**src/hw/rtl/fske_pkg.sv**
```systemverilog
// ----------------------------------------------------------------------------
// fske_pkg: shared types and constants of the four-state kinetics Euler step
// Widths, register indexes, request and sequencer codes, and the saturation and extension helpers.
// ----------------------------------------------------------------------------
package fske_pkg;

   localparam int OCC_W     = 32;           // Q16.16 occupancies, rates, stimulus
   localparam int OPR_W     = OCC_W + 1;    // multiplier operand, holds unsigned T
   localparam int PROD_W    = 2 * OPR_W;    // full product of the shared multiplier
   localparam int FRAC_W    = 16;           // fraction bits of Q16.16
   localparam int FLOW_W    = 2 * OCC_W - FRAC_W;   // product of two Q16.16 values
   localparam int ACC_W     = FLOW_W + 2;           // sum of up to four flows
   localparam int DELTA_W   = PROD_W - OCC_W;       // T * d dropped by 32 bits
   localparam int NUM_REGS  = 8;
   localparam int REG_IDX_W = $clog2(NUM_REGS);
   localparam int CSR_IDX_W = REG_IDX_W + 1;

   // Configuration register indexes.
   localparam logic [REG_IDX_W-1:0] REG_RATE_A_GAIN = 3'd0;
   localparam logic [REG_IDX_W-1:0] REG_RATE_B      = 3'd1;
   localparam logic [REG_IDX_W-1:0] REG_RATE_C      = 3'd2;
   localparam logic [REG_IDX_W-1:0] REG_RATE_D      = 3'd3;
   localparam logic [REG_IDX_W-1:0] REG_RATE_E_GAIN = 3'd4;
   localparam logic [REG_IDX_W-1:0] REG_RATE_E_BASE = 3'd5;
   localparam logic [REG_IDX_W-1:0] REG_RATE_A_BASE = 3'd6;
   localparam logic [REG_IDX_W-1:0] REG_SAMPLE_TIME = 3'd7;

   localparam logic [OCC_W-1:0] SAMPLE_TIME_RESET = 32'd42949673;

   // Request kinds.
   localparam logic REQ_STEP = 1'b0;
   localparam logic REQ_LOAD = 1'b1;

   // Sequencer states.
   localparam logic [1:0] ST_IDLE = 2'd0;
   localparam logic [1:0] ST_CALC = 2'd1;
   localparam logic [1:0] ST_DONE = 2'd2;

   // Multiplier slots of one Euler step; rate and flow products are summed into registers that later slots read.
   localparam logic [3:0] SL_RA   = 4'd0;
   localparam logic [3:0] SL_RE   = 4'd1;
   localparam logic [3:0] SL_FA   = 4'd2;
   localparam logic [3:0] SL_FB   = 4'd3;
   localparam logic [3:0] SL_FC   = 4'd4;
   localparam logic [3:0] SL_FD   = 4'd5;
   localparam logic [3:0] SL_FE   = 4'd6;
   localparam logic [3:0] SL_X0   = 4'd7;
   localparam logic [3:0] SL_X1   = 4'd8;
   localparam logic [3:0] SL_X2   = 4'd9;
   localparam logic [3:0] SL_X3   = 4'd10;
   localparam logic [3:0] SL_LAST = 4'd11;

   typedef struct packed {
      logic [OPR_W-1:0] a;
      logic [OPR_W-1:0] b;
   } mul_op_type;

   // Clamp a wide signed sum to the signed 32-bit range.
   function automatic logic [OCC_W-1:0] sat_occ(input logic [ACC_W-1:0] v);
      logic [OCC_W-1:0] r;
      if (v[ACC_W-1:OCC_W-1] == {(ACC_W-OCC_W+1){v[ACC_W-1]}}) begin
         r = v[OCC_W-1:0];
      end else if (v[ACC_W-1]) begin
         r = {1'b1, {(OCC_W-1){1'b0}}};
      end else begin
         r = {1'b0, {(OCC_W-1){1'b1}}};
      end
      return r;
   endfunction

   function automatic logic [ACC_W-1:0] sext_occ(input logic [OCC_W-1:0] v);
      return {{(ACC_W-OCC_W){v[OCC_W-1]}}, v};
   endfunction

   function automatic logic [OPR_W-1:0] opr_s(input logic [OCC_W-1:0] v);
      return {v[OCC_W-1], v};
   endfunction

endpackage

```
**src/hw/rtl/fske_mul.sv**
```systemverilog
// ----------------------------------------------------------------------------
// fske_mul: shared signed multiplier
// One 33 x 33 signed product per cycle, registered at the output.
// ----------------------------------------------------------------------------
module fske_mul
   import fske_pkg::*;
(
   input  logic              clock,
   input  mul_op_type        op,
   output logic [PROD_W-1:0] prod_ff
);

   logic [PROD_W-1:0] prod_in;

   assign prod_in = PROD_W'($signed(op.a) * $signed(op.b));

   always_ff @(posedge clock) begin
      prod_ff <= prod_in;
   end

endmodule

```
**config.mk**
```make
export PLATFORM = sky130hd
export DESIGN_NAME = fske_mul
export DESIGN_NICKNAME = d
export VERILOG_FILES = /design/src/hw/rtl/fske_pkg.sv /design/src/hw/rtl/fske_mul.sv
export SDC_FILE = /design/constraint.sdc
export NUM_CORES = 2
export LEC_CHECK = 0
export BUFFER_PORTS_ARGS = -buffer_cell sky130_fd_sc_hd__buf_2
export CORE_ASPECT_RATIO = 1.25
export CORE_MARGIN = 5
export CORE_UTILIZATION = 58
export DETAILED_ROUTE_END_ITERATION = 16
export PLACE_DENSITY = 0.75
export SYNTH_ARGS = -nofsm -noshare
export SYNTH_HDL_FRONTEND = slang
export SYNTH_SLANG_ARGS = --single-unit
```
**constraint.sdc**
```tcl
create_clock -name clock -period 23.6 [get_ports clock]
set_input_delay 4.72 -clock clock [delete_from_list [all_inputs] [get_ports clock]]
set_output_delay 4.72 -clock clock [all_outputs]
set_load 0.05 [all_outputs]
```
Yosys cells after proc, flatten, opt, wreduce, memory -nomap -nowiden:

Index checks and enable logic that the tools add are counted.
W data, S select, Z words.

* multiplexer cells: 0
* equality and inequality tests: 0
* order comparisons: 0
* $add $sub $neg: 0
* shift operators: 0
* multiply operators: 1
* div/mod/pow operators: 0
* bitwise operators: 0
* reductions and logical operators: 0

Operator list (number)
* $mul A33 B33 Y66: 1

* word-level logic and storage cells: 2
* flip-flop bits (word level): 66
* bits in writable memories: 0
* bits in latches: 0
* memories kept: 0
* memory bits (read-only): 0

Depth between registers and ports, before layout:

* depth after elaboration: 1
* depth in mapped cells: 29
* gate-level depth less buffers: 27

Least setup slack after synthesis:

OpenSTA, ideal clock, no wires.

* kind: input to register
* start: in op[65] (netlist bit)
* end: reg prod_ff[65]
* stages on the path: 22
* slack: 11.659 ns
* path buffers: 2
* data arrival time: 11.869 ns
* cell sequence: clkbuf_1 -> nand2_1 -> inv_1 -> fa_1 -> fa_1 -> fa_1 -> fa_1 -> fa_1 -> fa_1 -> fa_1 -> inv_1 -> fa_1 -> inv_1 -> ha_1 -> clkbuf_1 -> a21o_1 -> a21o_1 -> a221o_1 -> a31oi_2 -> o211ai_1 -> o41ai_2 -> xnor2_1

* word-level cells in the longest chain between the ends: 1

Ends and longest elaborated chain
* from (decl): line fske_mul.sv:9 `input mul_op_type op,`
* $mul A33 B33 Y66: line fske_mul.sv:15 `assign prod_in = PROD_W'($signed(op.a) * $signed(op.b));`
* net prod_in[65]: line fske_mul.sv:13 `logic [PROD_W-1:0] prod_in;`
* to (signal assigned): line fske_mul.sv:18 `prod_ff <= prod_in;`
* to (decl): line fske_mul.sv:10 `output logic [PROD_W-1:0] prod_ff`

The timed path passes the listed nets, and every way through them passes these cells.

Worst setup path in the final report:

* start: in op[9] (netlist bit)
* end: reg prod_ff[64]

The elaborated chain is that of the path after synthesis.

==> results.md <==
Detailed routing:
- After detailed routing, the number of vias per cell comes to 5.51.
- After detailed routing, the average wire length per cell comes to about 21 um.
- The first detailed-routing pass ran for 6 iterations.
- For this block, the initial DRC count from the detailed router was around 1,700.
- The remaining design rule violation count is 0.
- Summing over every cut layer, the via total after detailed routing is ~29,000.
- The antenna violation net count after detailed routing is 0.
- The routed design has around 110 mm of wire.

Clocking:
- In this run the deepest clock path goes through 2 buffers.
- The total clock sinks is 66.
- The post-CTS setup buffer count is 0.
- The post-cts resize count is 0.
- TritonCTS built the clock tree.
- The clock transition at the registers of the reported paths is around 80 ps.
- The H-tree generated during clock tree synthesis spans 3 levels.
- The quantity of hold-fixing buffers added after cts is 0.
- The cell at the root of the clock tree is sky130_fd_sc_hd__clkbuf_16.
- Buffers inserted during clock tree synthesis total 9.

Logic synthesis:
- In this run, synthesis inferred 0 flip-flops with an integrated enable.
- Counting every net in the synthesized netlist gives around 5,700.
- After synthesis the cells add up to 40,400 um2.
- Summing the areas of all and, or, nand and nor instances in the mapped netlist gives roughly 15% of the synthesized area.
- After synthesis the netlist holds a flip-flop and latch count of between 60 and 70.
- Of all flip-flops after synthesis, the portion carrying an async set or reset was 0%.
- The synthesized netlist devotes between 60% and 70% of its cell area to adder and majority cells.
- The share of synthesized area occupied by flip-flops and latches is 3.27%.
- The synthesized netlist devotes roughly 1.6% of its cell area to XOR and XNOR gates.
- The dominant synthesized flop cell is sky130_fd_sc_hd__dfxtp_1.
- The count of cell types in the netlist is between 60 and 70.
- The synthesized netlist devotes between 3 and 4% of its cell area to compound gates.
- After synthesis, the largest family of logic cells by area is adder cells.
- The total of warnings raised by yosys is 0.
- The average cell area after synthesis is ~9.4 um2.
- The synthesized instance count is roughly 4,300.
- The mux cell area share after synthesis is 0%.

Worst setup path:
- The highest net fanout along the worst path is 33.
- STA puts the critical path data arrival time at 12,940 ps.
- The classification of the worst setup path is in -> reg.
- The kind of end point of the critical path is a flip-flop.
- The worst setup path is launched from an input port.
- At the worst endpoint, the required time is 23,890 ps.

STA:
- The worst path needs ~13,000 ps of the cycle, external delays included.
- Setup repair after global routing left no endpoint under its margin.
- The post-route clock period utilization is 53.6%.
- The number of pins exceeding their max-slew limit in the final report was 0.
- The count of endpoints failing hold in the final timing report was 0.
- The relative slew slack is between 20 and 30%.
- The setup TNS is 0 ps.
- The timing-limited maximum frequency is between 70 and 80 MHz.
- At the pin with the least slew margin, the transition time is between 1000 and 1500 ps.
- Setup violations remaining at the end of the flow were counted as 0.

Placement:
- The cell count after placement is ~5,000.
- The HPWL after detailed placement is 88.7 mm.
- At the end of routability-driven placement, the weighted congestion stood at between 0.9 and 1.
- The count of buffers inserted at the top-level ports is 132.

Min path:
- For hold timing, the worst endpoint is prod_ff[0].
- Along the worst hold path, the cell count comes to 2.
- The min-delay analysis places its worst path in the category in -> reg.
- The origin of the worst min-delay path is op[0].

Cells and area:
- In the final layout, the share of cells above drive strength 1 is 4.18%.
- The net total in the final layout is between 5,000 and 6,000.
- The library cell used most frequently in the layout, excluding fill and tap cells, is sky130_fd_sc_hd__fa_1.
- In the final layout, the registers with the most flip-flops are prod_ff x66.
- The finished layout holds a little over 5,000 standard cells, fillers aside.
- Leaving out fill and tap cells, the most frequent cells in the layout are sky130_fd_sc_hd__fa_1 (1,145), sky130_fd_sc_hd__inv_1 (1,133), sky130_fd_sc_hd__and2_1 (562).
- The register with the most flip-flops in the layout has 66 of them.
- The register bank with the most flops is prod_ff.
- The synthesis-to-layout area growth is 3.40%.

Die:
- Once the floorplan was initialized, standard cells occupied between 50% and 60% of the core.
- The count of pins on the block boundary is between 100 and 150.
- The floorplan has between 100 and 150 rows.
- The die boundary height is between 300 and 400 um.
- The core region is approximately 70,000 um2.
- The chip width is between 200 and 250 um.
- The die covers around 75,000 um2.

Global routing:
- The combined global-route utilization of all metal layers is slightly below 30%.
- The via count of the first global-routing pass came to ~32,000.
- The overflow left after global routing is 0.
- The number of antenna violations at the first check in global routing is 7.
- The maximum number of pins on one net before global-route repair is 34.
- The first global-routing pass estimated 171 mm of wire.

Run:
- Across the run, the number of max-cap violations was 0.

Status:
- The flow ran to the end, and the final reports show no timing, DRC or antenna violations.
==> worst max path at each step <==
stage	to	startpoint
6_report	prod_ff[64]	op[9]
5_1_grt	prod_ff[60]	op[6]
4_1_cts	prod_ff[60]	op[3]
3_5_place_dp	prod_ff[60]	op[9]
3_3_place_gp	prod_ff[65]	op[65]
2_1_floorplan	prod_ff[65]	op[65]
==> stage by stage <==
step	utilization (%)	setup slack (ps)	hold WS (ps)	cell area, um2
4_1_cts	60.3	10980	4880	41700
3_5_place_dp	59.8	10590	5190	41400
3_3_place_gp	59.8	10720	5190	41400
2_1_floorplan	-	11660	4850	40400
5_1_grt	60.3	10510	4940	41700
6_report	60.3	10950	4910	41700
==> per-layer routing <==
layer	vias up	part of all wire (%)	routed length [um]	global-route usage, %
li1	12041	-	-	-
met1	14913	32	33900	31.8
met2	1099	54	56900	52.9
met3	448	4.2	4500	2.98
met5	-	0	0	0
met4	0	10	10800	23.4
==> critical path, cell delays in order <==
cell and delay (ps):
sky130_fd_sc_hd__buf_2 660, sky130_fd_sc_hd__nand2_1 280, sky130_fd_sc_hd__fa_1 700, sky130_fd_sc_hd__fa_1 450
sky130_fd_sc_hd__fa_1 570, sky130_fd_sc_hd__inv_1 70, sky130_fd_sc_hd__fa_1 1210, sky130_fd_sc_hd__fa_1 590
sky130_fd_sc_hd__fa_1 500, sky130_fd_sc_hd__fa_1 490, sky130_fd_sc_hd__inv_1 50, sky130_fd_sc_hd__fa_1 470
sky130_fd_sc_hd__inv_1 40, sky130_fd_sc_hd__ha_1 360, sky130_fd_sc_hd__a21o_1 210, sky130_fd_sc_hd__a211o_1 300
sky130_fd_sc_hd__or2_2 300, sky130_fd_sc_hd__a2111oi_2 450, sky130_fd_sc_hd__nor2_1 150, sky130_fd_sc_hd__a21oi_1 200
sky130_fd_sc_hd__xnor2_1 130
==> synthesized netlist by cell type, types with 9 or more instances <==
library cell               number  share of area (%)
sky130_fd_sc_hd__a21o_1        28               0.52
sky130_fd_sc_hd__a21oi_1       73               0.91
sky130_fd_sc_hd__a31oi_1        9               0.14
sky130_fd_sc_hd__and2_1       562                8.7
sky130_fd_sc_hd__clkbuf_1     220                2.0
sky130_fd_sc_hd__dfxtp_1       66                3.3
sky130_fd_sc_hd__fa_1        1145                 57
sky130_fd_sc_hd__ha_1         217                6.7
sky130_fd_sc_hd__inv_1       1133                 11
sky130_fd_sc_hd__nand2_1      543                5.0
sky130_fd_sc_hd__nand2b_1       9               0.14
sky130_fd_sc_hd__nand3_1       18               0.22
sky130_fd_sc_hd__nand4_1        9               0.14
sky130_fd_sc_hd__nor2_1        47               0.44
sky130_fd_sc_hd__o21ai_0       37               0.46
sky130_fd_sc_hd__xnor2_1       55                1.2
sky130_fd_sc_hd__xor2_1        20               0.43
==> cell type report <==
type                    instances  area, um2
multi-input cells            2882      34000
fillers                      5929      27400
inverters                    1133       4250
flip-flops and latches         66       1320
well taps                     935       1170
repair buffers                138        706
clock buffers                   9        225
clock inverters                 7        100
diodes                          4       10.0
==> cell families (layout without fill, tap and decap cells) <==
| kind of cell | after synthesis | in the layout |
|---|---|---|
| compound gates | 217 | 217 |
| xor+xnor | 75 | 75 |
| fa+ha+maj | 1362 | 1362 |
| buf+inv | 1354 | 1287 |
| flops | 66 | 66 |
| other cells | 0 | 4 |
| simple gates | 1228 | 1228 |
Power is left out: the tool's default activity adds up to more than one toggle a clock period on the data nets, which glitch-free logic cannot reach.
